File: config.mk
export PLATFORM = sky130hd
export DESIGN_NAME = cphs_queue
export DESIGN_NICKNAME = d
export VERILOG_FILES = /design/src/rtl/cphs_pkg.sv /design/src/rtl/cphs_queue.sv
export SDC_FILE = /design/constraint.sdc
export NUM_CORES = 1
export LEC_CHECK = 0
export ABC_CLOCK_PERIOD_IN_PS = 19300
export BUFFER_PORTS_ARGS = -buffer_cell sky130_fd_sc_hd__clkbuf_2
export CAP_MARGIN = 20
export CORE_AREA = 2 2 414 416
export DETAILED_ROUTE_END_ITERATION = 8
export DIE_AREA = 0 0 416 418
export GPL_TIMING_DRIVEN = 0
export HOLD_SLACK_MARGIN = 0.05
export PLACE_DENSITY_LB_ADDON = 0.1
export SLEW_MARGIN = 0
export SYNTH_ARGS = -nofsm -noshare
export SYNTH_HDL_FRONTEND = slang
export SYNTH_SLANG_ARGS = --single-unit
File: constraint.sdc
create_clock -name i_clk -period 19.3 [get_ports i_clk]
set_clock_uncertainty 0.1 [all_clocks]
set_input_delay 0.965 -clock i_clk [delete_from_list [all_inputs] [get_ports i_clk]]
set_output_delay 0.965 -clock i_clk [all_outputs]
set_load 0.02 [all_outputs]
File: src/rtl/cphs_pkg.sv
// Shared types, constants and helper functions of the corner-pin homography solver.
`timescale 1ns / 1ps
package cphs_pkg;

    localparam int COORD_FRAC_BITS  = 12;
    localparam int MATRIX_FRAC_BITS = 40;
    localparam int SINGULAR_LSBS    = 256;
    localparam int WW               = 200;
    localparam int MUL_BITS         = 66;
    localparam int DIV_NUM_BITS     = 112;
    localparam int DIV_DEN_BITS     = 69;
    localparam int CNT_W            = $clog2(DIV_NUM_BITS);
    localparam int QDEPTH           = 4;
    localparam int QPTR_W           = $clog2(QDEPTH);
    localparam int TOL_W            = 16;
    localparam int CFG_IDX_W        = 2;

    typedef logic signed [WW-1:0] t_wide;

    localparam t_wide W_ONE      = t_wide'(1) << MATRIX_FRAC_BITS;
    localparam t_wide W_SING_LIM = t_wide'(SINGULAR_LSBS) << (2 * MATRIX_FRAC_BITS);

    typedef enum logic [2:0] {
        ST_OK       = 3'd0,
        ST_EMPTY    = 3'd1,
        ST_DEGEN    = 3'd2,
        ST_HORIZON  = 3'd3,
        ST_SINGULAR = 3'd4,
        ST_OVERFLOW = 3'd5
    } t_status;

    typedef enum logic [CFG_IDX_W-1:0] {
        CFG_AFFINE_TOL   = 2'd0,
        CFG_SINGULAR_TOL = 2'd1,
        CFG_SIDE_TOL     = 2'd2
    } t_cfg_idx;

    typedef enum logic {
        MDU_MUL = 1'b0,
        MDU_DIV = 1'b1
    } t_mdu_op;

    typedef struct packed {
        logic    start;
        t_mdu_op op;
    } t_mdu_req;

    typedef struct packed {
        logic signed [31:0] corner0_x;
        logic signed [31:0] corner0_y;
        logic signed [31:0] corner1_x;
        logic signed [31:0] corner1_y;
        logic signed [31:0] corner2_x;
        logic signed [31:0] corner2_y;
        logic signed [31:0] corner3_x;
        logic signed [31:0] corner3_y;
        logic signed [31:0] rect_min_x;
        logic signed [31:0] rect_min_y;
        logic signed [31:0] rect_max_x;
        logic signed [31:0] rect_max_y;
    } t_in;

    typedef struct packed {
        logic signed [63:0] m00;
        logic signed [63:0] m01;
        logic signed [63:0] m02;
        logic signed [63:0] m10;
        logic signed [63:0] m11;
        logic signed [63:0] m12;
        logic signed [63:0] m20;
        logic signed [63:0] m21;
        logic signed [63:0] m22;
        logic [2:0]         status;
    } t_out;

    typedef struct packed {
        logic               empty;
        logic               persp;
        logic signed [31:0] c0x;
        logic signed [31:0] c0y;
        logic signed [31:0] c1x;
        logic signed [31:0] c1y;
        logic signed [31:0] c3x;
        logic signed [31:0] c3y;
        logic signed [31:0] rx0;
        logic signed [31:0] ry0;
        logic signed [32:0] span_x;
        logic signed [32:0] span_y;
        logic signed [32:0] ex1;
        logic signed [32:0] ey1;
        logic signed [32:0] ex2;
        logic signed [32:0] ey2;
        logic signed [33:0] ex3;
        logic signed [33:0] ey3;
    } t_job;

    typedef enum logic [5:0] {
        S_IDLE, S_CHECK,
        S_DD1, S_DD2, S_DDCHK,
        S_GN1, S_GN2, S_GDIV, S_HN1, S_HN2, S_HDIV, S_GHCHK,
        S_SIDE, S_U00, S_U01, S_U10, S_U11, S_UCHK,
        S_D1, S_D2, S_D3, S_D4, S_D5, S_D6, S_D7, S_DCHK,
        S_F0, S_F1, S_F2, S_F3, S_F4, S_F5, S_FCHK,
        S_DONE
    } t_state;

    function automatic t_wide sx32(logic signed [31:0] v);
        return {{(WW-32){v[31]}}, v};
    endfunction

    function automatic t_wide sx33(logic signed [32:0] v);
        return {{(WW-33){v[32]}}, v};
    endfunction

    function automatic t_wide sx34(logic signed [33:0] v);
        return {{(WW-34){v[33]}}, v};
    endfunction

    function automatic t_wide zx16(logic [TOL_W-1:0] v);
        return {{(WW-TOL_W){1'b0}}, v};
    endfunction

    function automatic t_wide wabs(t_wide v);
        return v[WW-1] ? -v : v;
    endfunction

    function automatic logic fits64(t_wide v);
        return (&v[WW-1:63]) || !(|v[WW-1:63]);
    endfunction

    function automatic t_wide to_matrix(t_wide e, t_wide f);
        t_wide s;
        s = (e <<< MATRIX_FRAC_BITS) + f;
        return s >>> COORD_FRAC_BITS;
    endfunction

endpackage

File: src/rtl/cphs_queue.sv
// Short job queue between the classifying front and the solving back.
`timescale 1ns / 1ps
module cphs_queue (
    input  logic            i_clk,
    input  logic            i_rst_n,
    input  logic            i_push,
    input  cphs_pkg::t_job  i_job,
    output logic            o_full,
    input  logic            i_pop,
    output logic            o_valid,
    output cphs_pkg::t_job  o_job
);
    import cphs_pkg::*;

    t_job              r_mem [QDEPTH];
    logic [QPTR_W-1:0] r_wp;
    logic [QPTR_W-1:0] r_rp;
    logic [QPTR_W:0]   r_cnt;

    assign o_full  = (r_cnt == (QPTR_W + 1)'(QDEPTH));
    assign o_valid = (r_cnt != '0);
    assign o_job   = r_mem[r_rp];

    always_ff @(posedge i_clk) begin
        if (!i_rst_n) begin
            r_wp  <= '0;
            r_rp  <= '0;
            r_cnt <= '0;
        end else begin
            if (i_push) begin
                r_wp <= r_wp + 1'b1;
            end
            if (i_pop) begin
                r_rp <= r_rp + 1'b1;
            end
            if (i_push && !i_pop) begin
                r_cnt <= r_cnt + 1'b1;
            end else if (!i_push && i_pop) begin
                r_cnt <= r_cnt - 1'b1;
            end
        end
    end

    always_ff @(posedge i_clk) begin
        if (i_push) begin
            r_mem[r_wp] <= i_job;
        end
    end

endmodule

==> metrics.cfg <==
[placement]
dpl.hpwl_mm = 128
port_buffers = 1053
gp_congestion = 0.772
post_dp_cell_area_sq_mm = 0.0852

[synth]
netlist_instances = 2779
yosys_warnings = 0
ys_types = 21
ys_seq_area_share_pct = 83.2
synth_fa_ha_area_share_pct = 0.109
synth_xor_area_share_pct = 0.0577
synth-seq-cells = 2105
syn_area_sq_mm = 0.0759
synth_mux_area_share_pct = 15.6
synth.net_count = 3313
synth-simple-area-share_pct = 0.122
synth_top_family_by_area = multiplexers
syn_area_per_cell_sq_um = 27.3
synth-compound-area-share_pct = 0.0165

[sta]
drv_slew = 0
setup-tns-final_ns = 0
relSlewSlack_pct = 37.7
fin_crit_sh_pct = 23.0
fin_crit_ns = 4.44
timing.fmax_mhz = 225
worst_pin_slew_ns = 0.934
rsz0062_at_grt = no
hold_viol_final = 0
setup_violations = 0

[power_and_ir_drop]
p_per_area_mw_per_mm2 = 113
pwr-share-clk_pct = 37.1
internal_power_mw = 7.85
p_comb_share_pct = 11.6
switchingPower_mw = 2.47
power.share.sequential_pct = 51.3
leakage_nw = 30.9
max-vdd-ir-drop_v = 0.0000904
switching_share_pct = 24.0

[detailed_routing]
wl_per_cell_um = 28.5
num_vias = 35000
post-route-drc-count = 0
ant_nets = 0
first_iter_violations = 2771
via_per_inst = 5.37
drt-pass1-iter-count = 7
routed_wl_mm = 186

[clock_tree]
clockRootBuffer = clkbuf_16
cts_tree = built
clk_pin_slew_ns = 0.06
cts_resized = 0
postCtsHoldBufs = 0
postCtsSetupBuffers = 0
htree_levels = 4
cts_made_buffers = 212
numClockSinks = 2105
clk-insertion-delay-late_ns = 0.83
cts_buffer_depth = 3

[critical_path]
crit_required_ns = 18.24
critPathCaptureType = output port
crit_top_cell = buf_2
rr_worst_depth = 7
critPathTopFamily = buffers and inverters
critical_path_arrival_ns = 3.38
critPathSlowestCell = clkbuf_1
path_max_fanout = 11
crit_buf_inv = 4
r2r_setup_slack_ns = 16.15
crit_cells = 5
cpPeakStageDelay_ns = 0.75
timing.rr.start = r_wp[0]$_SDFFE_PN0P_
path_cells = buf_2 -> clkbuf_1 -> buf_2 -> mux4_2 -> clkbuf_2
path_class = reg -> out
startpoint_type = register
regToRegEndpoint = r_mem[3][162]$_DFFE_PP_

[global_route]
grt_max_degree = 57
grt_pass1_wl_mm = 262
grt_pass1_vias = 36100
antenna_found_initial = 97
grt.overflow.total = 0
gr-usage-all-layers_pct = 21.1

[min_path]
whs_path_depth = 1
worstHoldStart = i_job[377]
min_to = r_mem[1][377]$_DFFE_PP_
hold_path_class = in -> reg

[floorplan]
die_width_um = 416
dieArea_sq_mm = 0.174
pin_count = 1054
core_area_sq_mm = 0.169
rows = 151
die_height_um = 418
initial_core_util_pct = 44.9

[cells_and_area]
drive_gt1_share_pct = 46.8
nNetsFinal = 4627
postLayoutCellArea_sq_mm = 0.0917
fin_util_pct = 54.2
area_growth_pct = 20.9

[run_status]
status = completed

[flow_run]
cap_violations = 0

==> worst max-delay path by stage <==
stage          startpoint                       to
6_report         register               o_job[195]
5_1_grt          register               o_job[195]
4_1_cts          register               o_job[443]
3_5_place_dp       i_push  r_mem[3][165]$_DFFE_PP_
3_3_place_gp       i_push  r_mem[1][165]$_DFFE_PP_
2_1_floorplan      i_push    r_mem[0][0]$_DFFE_PP_
==> routing by layer <==
| metal | part of all wire, % | vias up | track usage, % | routed length, um |
|---|---|---|---|---|
| met3 | 7.3 | 424 | 6.66 | 13500 |
| met4 | 4.2 | 54 | 9.26 | 7810 |
| met5 | 0.17 | - | 0 | 320 |
| met2 | 54 | 1176 | 37.3 | 99700 |
| met1 | 35 | 18400 | 23.5 | 64600 |
| li1 | - | 14900 | - | - |
==> stage by stage <==
stage / hold slack [ns] / setup slack, ns / cells / total power, mW
2_1_floorplan: 0.367 / 5.52 / 2779 / 6.19
3_3_place_gp: 0.391 / -5.20 / 6050 / 6.80
3_5_place_dp: 0.415 / 15.42 / 6097 / 6.62
4_1_cts: 0.128 / 14.70 / 6485 / 10.5
5_1_grt: 0.173 / 14.67 / 6505 / 10.7
6_report: 0.235 / 14.86 / 6513 / 10.3
==> synth_stat cells <==
cell type	instances	area share, %
edfxtp_1	2096	83
mux4_2	524	16
buf_2	53	0.35
buf_4	39	0.39
buf_1	10	0.049
clkbuf_1	10	0.049
and2_1	9	0.074
dfxtp_1	9	0.24
ha_1	5	0.082
buf_6	4	0.059
inv_1	4	0.020
xor2_1	3	0.035
mux2i_1	2	0.026
nor2b_1	2	0.016
or3_1	2	0.016
xnor2_1	2	0.023
a21boi_0	1	0.0099
fa_1	1	0.026
nand2_1	1	0.0049
nor3b_1	1	0.0099
o21ai_0	1	0.0066
==> flip-flops by register name, summed over array words and instances (netlist names), named ones only <==
name / count
r_rp: 2
r_wp: 2
r_mem: 2096
r_cnt: 3
==> cell type report <==
cell class	count	area, sq um
antenna	28	70.1
buffer	116	678
clock buffer	278	5620
clock inverter	110	867
fill	12900	77400
inverter	4	15.0
multi-input combinational	554	12100
sequential	2105	63100
tap	2218	2780
timing repair buffer	1100	6510
==> cell families (layout without fill, tap and decap cells) <==
| logic type | Yosys count | count (layout) |
|---|---|---|
| DFF | 2105 | 2105 |
| buffers and inverters | 120 | 1608 |
| muxes | 526 | 526 |
| and+or+nand+nor | 15 | 15 |
| AOI/OAI and AO/OA | 2 | 2 |
| adders and majority gates | 6 | 6 |
| other | 0 | 28 |
| xor gates and xnor gates | 5 | 5 |
==> power groups by stage <==
stage	sequential [mW]	clock (mW)	combinational, mW
6_report	5.30	3.84	1.20
5_1_grt	5.31	4.10	1.26
4_1_cts	5.30	3.94	1.23
3_5_place_dp	5.39	0	1.22
3_3_place_gp	5.62	0	1.18
2_1_floorplan	5.50	0	0.688
==> cells in the final DEF (no fill, tap or decap), types with 7 or more instances in the layout <==
master,synthesis,routed
clkbuf_1,10,73
buf_4,39,39
buf_1,10,10
buf_16,0,40
edfxtp_1,2096,2096
buf_12,0,7
clkbuf_2,0,1053
mux4_2,524,524
dfxtp_1,9,9
clkinv_1,0,53
diode_2,0,28
clkinv_2,0,32
clkbuf_16,0,215
buf_2,53,53
bufinv_16,0,8
No activity file was read; power rests on OpenSTA's default activity.
