### src/rtl/cphs_pkg.sv
// Shared types, constants and helper functions of the corner-pin homography solver.
`timescale 1ns / 1ps
package cphs_pkg;

    localparam int COORD_FRAC_BITS  = 12;
    localparam int MATRIX_FRAC_BITS = 40;
    localparam int SINGULAR_LSBS    = 256;
    localparam int WW               = 200;
    localparam int MUL_BITS         = 66;
    localparam int DIV_NUM_BITS     = 112;
    localparam int DIV_DEN_BITS     = 69;
    localparam int CNT_W            = $clog2(DIV_NUM_BITS);
    localparam int QDEPTH           = 4;
    localparam int QPTR_W           = $clog2(QDEPTH);
    localparam int TOL_W            = 16;
    localparam int CFG_IDX_W        = 2;

    typedef logic signed [WW-1:0] t_wide;

    localparam t_wide W_ONE      = t_wide'(1) << MATRIX_FRAC_BITS;
    localparam t_wide W_SING_LIM = t_wide'(SINGULAR_LSBS) << (2 * MATRIX_FRAC_BITS);

    typedef enum logic [2:0] {
        ST_OK       = 3'd0,
        ST_EMPTY    = 3'd1,
        ST_DEGEN    = 3'd2,
        ST_HORIZON  = 3'd3,
        ST_SINGULAR = 3'd4,
        ST_OVERFLOW = 3'd5
    } t_status;

    typedef enum logic [CFG_IDX_W-1:0] {
        CFG_AFFINE_TOL   = 2'd0,
        CFG_SINGULAR_TOL = 2'd1,
        CFG_SIDE_TOL     = 2'd2
    } t_cfg_idx;

    typedef enum logic {
        MDU_MUL = 1'b0,
        MDU_DIV = 1'b1
    } t_mdu_op;

    typedef struct packed {
        logic    start;
        t_mdu_op op;
    } t_mdu_req;

    typedef struct packed {
        logic signed [31:0] corner0_x;
        logic signed [31:0] corner0_y;
        logic signed [31:0] corner1_x;
        logic signed [31:0] corner1_y;
        logic signed [31:0] corner2_x;
        logic signed [31:0] corner2_y;
        logic signed [31:0] corner3_x;
        logic signed [31:0] corner3_y;
        logic signed [31:0] rect_min_x;
        logic signed [31:0] rect_min_y;
        logic signed [31:0] rect_max_x;
        logic signed [31:0] rect_max_y;
    } t_in;

    typedef struct packed {
        logic signed [63:0] m00;
        logic signed [63:0] m01;
        logic signed [63:0] m02;
        logic signed [63:0] m10;
        logic signed [63:0] m11;
        logic signed [63:0] m12;
        logic signed [63:0] m20;
        logic signed [63:0] m21;
        logic signed [63:0] m22;
        logic [2:0]         status;
    } t_out;

    typedef struct packed {
        logic               empty;
        logic               persp;
        logic signed [31:0] c0x;
        logic signed [31:0] c0y;
        logic signed [31:0] c1x;
        logic signed [31:0] c1y;
        logic signed [31:0] c3x;
        logic signed [31:0] c3y;
        logic signed [31:0] rx0;
        logic signed [31:0] ry0;
        logic signed [32:0] span_x;
        logic signed [32:0] span_y;
        logic signed [32:0] ex1;
        logic signed [32:0] ey1;
        logic signed [32:0] ex2;
        logic signed [32:0] ey2;
        logic signed [33:0] ex3;
        logic signed [33:0] ey3;
    } t_job;

    typedef enum logic [5:0] {
        S_IDLE, S_CHECK,
        S_DD1, S_DD2, S_DDCHK,
        S_GN1, S_GN2, S_GDIV, S_HN1, S_HN2, S_HDIV, S_GHCHK,
        S_SIDE, S_U00, S_U01, S_U10, S_U11, S_UCHK,
        S_D1, S_D2, S_D3, S_D4, S_D5, S_D6, S_D7, S_DCHK,
        S_F0, S_F1, S_F2, S_F3, S_F4, S_F5, S_FCHK,
        S_DONE
    } t_state;

    function automatic t_wide sx32(logic signed [31:0] v);
        return {{(WW-32){v[31]}}, v};
    endfunction

    function automatic t_wide sx33(logic signed [32:0] v);
        return {{(WW-33){v[32]}}, v};
    endfunction

    function automatic t_wide sx34(logic signed [33:0] v);
        return {{(WW-34){v[33]}}, v};
    endfunction

    function automatic t_wide zx16(logic [TOL_W-1:0] v);
        return {{(WW-TOL_W){1'b0}}, v};
    endfunction

    function automatic t_wide wabs(t_wide v);
        return v[WW-1] ? -v : v;
    endfunction

    function automatic logic fits64(t_wide v);
        return (&v[WW-1:63]) || !(|v[WW-1:63]);
    endfunction

    function automatic t_wide to_matrix(t_wide e, t_wide f);
        t_wide s;
        s = (e <<< MATRIX_FRAC_BITS) + f;
        return s >>> COORD_FRAC_BITS;
    endfunction

endpackage

### src/rtl/cphs_front.sv
// Input stage: register a quad beat, classify it and hand it to the job queue.
`timescale 1ns / 1ps
module cphs_front (
    input  logic                         i_clk,
    input  logic                         i_rst_n,
    input  logic                         i_valid,
    output logic                         o_stall,
    input  cphs_pkg::t_in                i_data,
    input  logic [cphs_pkg::TOL_W-1:0]   i_aff_tol,
    input  logic                         i_q_full,
    output logic                         o_push,
    output cphs_pkg::t_job               o_job
);
    import cphs_pkg::*;

    logic               r_valid;
    t_in                r_in;
    logic signed [34:0] ax3;
    logic signed [34:0] ay3;
    logic signed [34:0] tol35;

    assign o_stall = r_valid && i_q_full;
    assign o_push  = r_valid && !i_q_full;

    always_ff @(posedge i_clk) begin
        if (!i_rst_n) begin
            r_valid <= 1'b0;
        end else if (i_valid && !o_stall) begin
            r_valid <= 1'b1;
        end else if (o_push) begin
            r_valid <= 1'b0;
        end
    end

    always_ff @(posedge i_clk) begin
        if (i_valid && !o_stall) begin
            r_in <= i_data;
        end
    end

    always_comb begin
        o_job.c0x    = r_in.corner0_x;
        o_job.c0y    = r_in.corner0_y;
        o_job.c1x    = r_in.corner1_x;
        o_job.c1y    = r_in.corner1_y;
        o_job.c3x    = r_in.corner3_x;
        o_job.c3y    = r_in.corner3_y;
        o_job.rx0    = r_in.rect_min_x;
        o_job.ry0    = r_in.rect_min_y;
        o_job.span_x = $signed({r_in.rect_max_x[31], r_in.rect_max_x})
                     - $signed({r_in.rect_min_x[31], r_in.rect_min_x});
        o_job.span_y = $signed({r_in.rect_max_y[31], r_in.rect_max_y})
                     - $signed({r_in.rect_min_y[31], r_in.rect_min_y});
        o_job.ex1    = $signed({r_in.corner1_x[31], r_in.corner1_x})
                     - $signed({r_in.corner2_x[31], r_in.corner2_x});
        o_job.ey1    = $signed({r_in.corner1_y[31], r_in.corner1_y})
                     - $signed({r_in.corner2_y[31], r_in.corner2_y});
        o_job.ex2    = $signed({r_in.corner3_x[31], r_in.corner3_x})
                     - $signed({r_in.corner2_x[31], r_in.corner2_x});
        o_job.ey2    = $signed({r_in.corner3_y[31], r_in.corner3_y})
                     - $signed({r_in.corner2_y[31], r_in.corner2_y});
        o_job.ex3    = $signed({{2{r_in.corner0_x[31]}}, r_in.corner0_x})
                     - $signed({{2{r_in.corner1_x[31]}}, r_in.corner1_x})
                     + $signed({{2{r_in.corner2_x[31]}}, r_in.corner2_x})
                     - $signed({{2{r_in.corner3_x[31]}}, r_in.corner3_x});
        o_job.ey3    = $signed({{2{r_in.corner0_y[31]}}, r_in.corner0_y})
                     - $signed({{2{r_in.corner1_y[31]}}, r_in.corner1_y})
                     + $signed({{2{r_in.corner2_y[31]}}, r_in.corner2_y})
                     - $signed({{2{r_in.corner3_y[31]}}, r_in.corner3_y});
        ax3          = $signed({o_job.ex3[33], o_job.ex3});
        ay3          = $signed({o_job.ey3[33], o_job.ey3});
        if (ax3 < 0) begin
            ax3 = -ax3;
        end
        if (ay3 < 0) begin
            ay3 = -ay3;
        end
        tol35        = $signed({19'b0, i_aff_tol});
        o_job.empty  = (o_job.span_x <= 33'sd0) || (o_job.span_y <= 33'sd0);
        o_job.persp  = (ax3 > tol35) || (ay3 > tol35);
    end

endmodule

### config.mk
export PLATFORM = sky130hd
export DESIGN_NAME = cphs_front
export DESIGN_NICKNAME = d
export VERILOG_FILES = /design/src/rtl/cphs_pkg.sv /design/src/rtl/cphs_front.sv
export SDC_FILE = /design/constraint.sdc
export NUM_CORES = 1
export LEC_CHECK = 0
export BUFFER_PORTS_ARGS = -buffer_cell sky130_fd_sc_hd__buf_2
export CAP_MARGIN = 20
export CORE_AREA = 2 2 357 359
export DETAILED_ROUTE_END_ITERATION = 8
export DIE_AREA = 0 0 359 361
export GPL_TIMING_DRIVEN = 0
export PLACE_DENSITY_LB_ADDON = 0.3
export SLEW_MARGIN = 20
export SYNTH_ARGS = -nofsm -noshare
export SYNTH_HDL_FRONTEND = slang
export SYNTH_SLANG_ARGS = --single-unit
export TNS_END_PERCENT = 30
### constraint.sdc
create_clock -name i_clk -period 45.9 [get_ports i_clk]
set_clock_uncertainty 0.15 [all_clocks]
set_input_delay 9.18 -clock i_clk [delete_from_list [all_inputs] [get_ports i_clk]]
set_output_delay 9.18 -clock i_clk [all_outputs]
set_load 0.05 [all_outputs]
==> impl_metrics.sql <==
INSERT INTO impl_metrics (metric_group, metric, value, unit) VALUES
('layout', 'areaGrowthSynthToFinish', '26.8', '%'),
('power_and_ir_drop', 'powerDensity', '56.6', 'mW/mm²'),
('routing', 'dr.first_iter.drc_count', '1561', ''),
('floorplan', 'floorplan.io_pins', '930', ''),
('floorplan', 'chipWidth', '359', 'µm'),
('synth', 'synthDistinctLibCells', '100', ''),
('floorplan', 'num_rows', '130', ''),
('layout', 'fillCellCount', '13032', ''),
('synth', 'ys_ff_latch', '385', ''),
('routing', 'number_of_iterations_in_the_first_detailed_routing_pass', '5', ''),
('layout', 'drive_gt1_share', '30.5', '%'),
('power_and_ir_drop', 'clock_power_share', '16.8', '%'),
('clock_tree', 'cts_max_level', '2', ''),
('placed_design', 'instance_area_after_placement', '0.0402', 'mm²'),
('setup_path', 'timing.critical_path.cells', 'buf_2 > inv_1 > ha_1 > nor2b_1 > o21a_1 > o21ai_0 > nand2b_1 > a21oi_1 > o211ai_1 > a221oi_1 > o22ai_1 > a211oi_2 > nand4_1 > nor4_1 > nand4_1 > or3_1 > buf_2', ''),
('flow_run', 'maxCapViolCount', '0', ''),
('power_and_ir_drop', 'power_leakage', '19.4', 'nW'),
('timing', 'setup_viol_count_final', '0', ''),
('power_and_ir_drop', 'switching_power', '1.29', 'mW'),
('timing', 'max_freq', '45.9', 'MHz'),
('routing', 'routed_wire_length_per_instance', '20.7', 'µm'),
('clock_tree', 'number_of_buffers_created_by_cts', '49', ''),
('layout', 'mostFrequentLayoutCells', 'buf_2, inv_1, edfxtp_1', ''),
('power_and_ir_drop', 'power_frac_comb', '65.0', '%'),
('clock_tree', 'path_clk_slew', '0.06', 'ns'),
('placed_design', 'gpl.final_weighted_congestion', '0.912', ''),
('synth', 'synth_area_leaders', 'edfxtp_1, ha_1, fa_1', ''),
('synth', 'synthArstFlopShare', '0', '%'),
('setup_path', 'setup.worst_path.start_class', 'primary input', ''),
('clock_tree', 'ctsResizeCount', '0', ''),
('synth', 'main_combinational_cell_family_by_area_after_synthesis', 'adder cells', ''),
('clock_tree', 'clock_tree.buffer_depth', '3', ''),
('setup_path', 'cp_max_fo', '2', ''),
('synth', 'synth_largest_type_area_fraction', '34.9', '%'),
('routing', 'antenna_left', '0', ''),
('routing', 'detail_route.vias_per_cell', '4.70', ''),
('timing', 'slew_viol_final', '0', ''),
('power_and_ir_drop', 'vdd_drop_max', '0.0000363', 'V'),
('synth', 'syn-mean-instance-area', '9.85', 'µm²'),
('layout', 'final_core_util', '33.4', '%'),
('timing', 'rsz0062_at_grt', 'no', ''),
('run_status', 'result_of_the_run', 'completed', ''),
('synth', 'synth-main-ff-cell', 'edfxtp_1', ''),
('floorplan', 'floorplan.initialDensity', '26.3', '%'),
('synth', 'yosys.area_share.xor_xnor', '6.02', '%'),
('clock_tree', 'cts_tree', 'yes', ''),
('floorplan', 'dieArea', '0.130', 'mm²'),
('layout', 'layout.cells.most_common', 'buf_2', ''),
('setup_path', 'worstSetupPathType', 'in2out', ''),
('clock_tree', 'hold_buffers_post_cts', '0', ''),
('power_and_ir_drop', 'report.power.total', '2.37', 'mW'),
('synth', 'synth-seq-area-share', '35.0', '%'),
('routing', 'drt_drc_violations_left', '0', ''),
('min_path', 'hp-class', 'reg2reg', ''),
('synth', 'synth.area.mux_share', '0.436', '%'),
('timing', 'remaining_max_slew_budget_at_the_tightest_pin', '28.8', '%'),
('clock_tree', 'clock_latency', '0.64', 'ns'),
('synth', 'synthSimpleGateAreaFrac', '12.5', '%'),
('clock_tree', 'clock_sinks', '385', ''),
('synth', 'number_of_warnings_issued_by_yosys', '0', ''),
('synth', 'synth_edf_count', '384', ''),
('synth', 'leading_area_contributor_after_synthesis', 'edfxtp_1', ''),
('grt', 'overflow', '0', ''),
('setup_path', 'worstSetupEndpointType', 'output port', ''),
('setup_path', 'cpMaxStageDelayCell', 'or3_1', ''),
('layout', 'nets', '5184', ''),
('placed_design', 'io_buffers', '929', ''),
('synth', 'post_synth_instance_area', '0.0330', 'mm²'),
('clock_tree', 'postCtsSetupRepairBufs', '0', ''),
('placed_design', 'post-dp-hpwl', '109', 'mm'),
('power_and_ir_drop', 'cell_internal_pwr', '1.08', 'mW');
-- synthesized netlist by cell type, drive strengths merged, types with 19 or more instances --
cell type,count
nor2,202
inv,453
xor2,63
ha,294
buf,265
edfxtp,384
a31oi,24
o211ai,19
nand2,135
o21a,60
nor3,89
nand4,26
a21o,76
fa,136
and3,26
o21bai,19
nor2b,46
or4,20
and2,20
o21ai,155
clkbuf,28
nand2b,32
nor4,32
xnor2,163
a21oi,200
o31ai,19
or3,27
a211oi,40
nand3,72
-- power by group through the flow --
stage	Sequential (mW)	Combinational, mW	Clock [mW]
3_3_place_gp	0.459	1.53	0
2_1_floorplan	0.442	1.09	0
3_5_place_dp	0.439	1.55	0
5_1_grt	0.434	1.66	0.421
4_1_cts	0.432	1.55	0.412
6_report	0.431	1.54	0.398
-- sequential cells by signal, summed over array words and instances (netlist names) --
name,cells
o_job,256
r_in,128
r_valid,1
-- per-stage QoR --
step,hold slack [ns],cells
after floorplan,0.733,3351
after global placement,0.436,5930
after detailed placement,0.501,5949
after CTS,0.515,6041
after global routing,0.560,6045
final,0.512,6053
-- worst paths after layout --
check,startpoint,end,slack (ns),depth (start not counted)
worst min register to register,r_valid,r_valid,0.51,2
worst max-delay path,i_aff_tol[1],o_job[522],24.11,17
worst max register to register,r_valid,o_job[368],43.00,9
worst min-delay path,r_valid,r_valid,0.51,2
-- layout make-up --
class / instances / area (µm²) / share of cell area [%]
clock inverter: 39 / 394 / 0.942
buffer: 293 / 2080 / 4.96
clock buffer: 53 / 1240 / 2.97
antenna: 12 / 30.0 / 0.0718
timing repair buffer: 948 / 5050 / 12.1
sequential: 385 / 11600 / 27.6
tap: 1650 / 2060 / 4.93
inverter: 453 / 1700 / 4.06
multi-input combinational: 2220 / 17700 / 42.4
-- layer usage --
metal / part of all wire (%) / global-route usage, % / up-vias
met5: 0.30 / 0 / -
met4: 3.5 / 6.18 / 60
met3: 7.0 / 4.99 / 219
met2: 51 / 34.6 / 928
met1: 38 / 20.9 / 13513
li1: - / - / 13735
-- cells by family (layout without fill, tap and decap cells) --
logic type / Yosys count / count (layout)
flip-flops: 385 / 385
XOR/XNOR: 226 / 226
other: 0 / 12
adder cells (fa/ha/maj): 430 / 430
multiplexers: 14 / 14
AO/OA/AOI/OAI: 757 / 757
AND/OR/NAND/NOR: 793 / 793
buffers and inverters: 746 / 1786
-- worst reg2reg max path, cell delays in order, from the launching register on --
cell and delay [ns]:
dfxtp_1 0.30, and2_1 0.17, nor2b_4 0.46, buf_16 0.23, buf_16 0.18, buf_12 0.21, buf_12 0.23, buf_12 0.23
buf_16 0.20, buf_16 0.21
No activity file was read; power rests on OpenSTA's default activity.
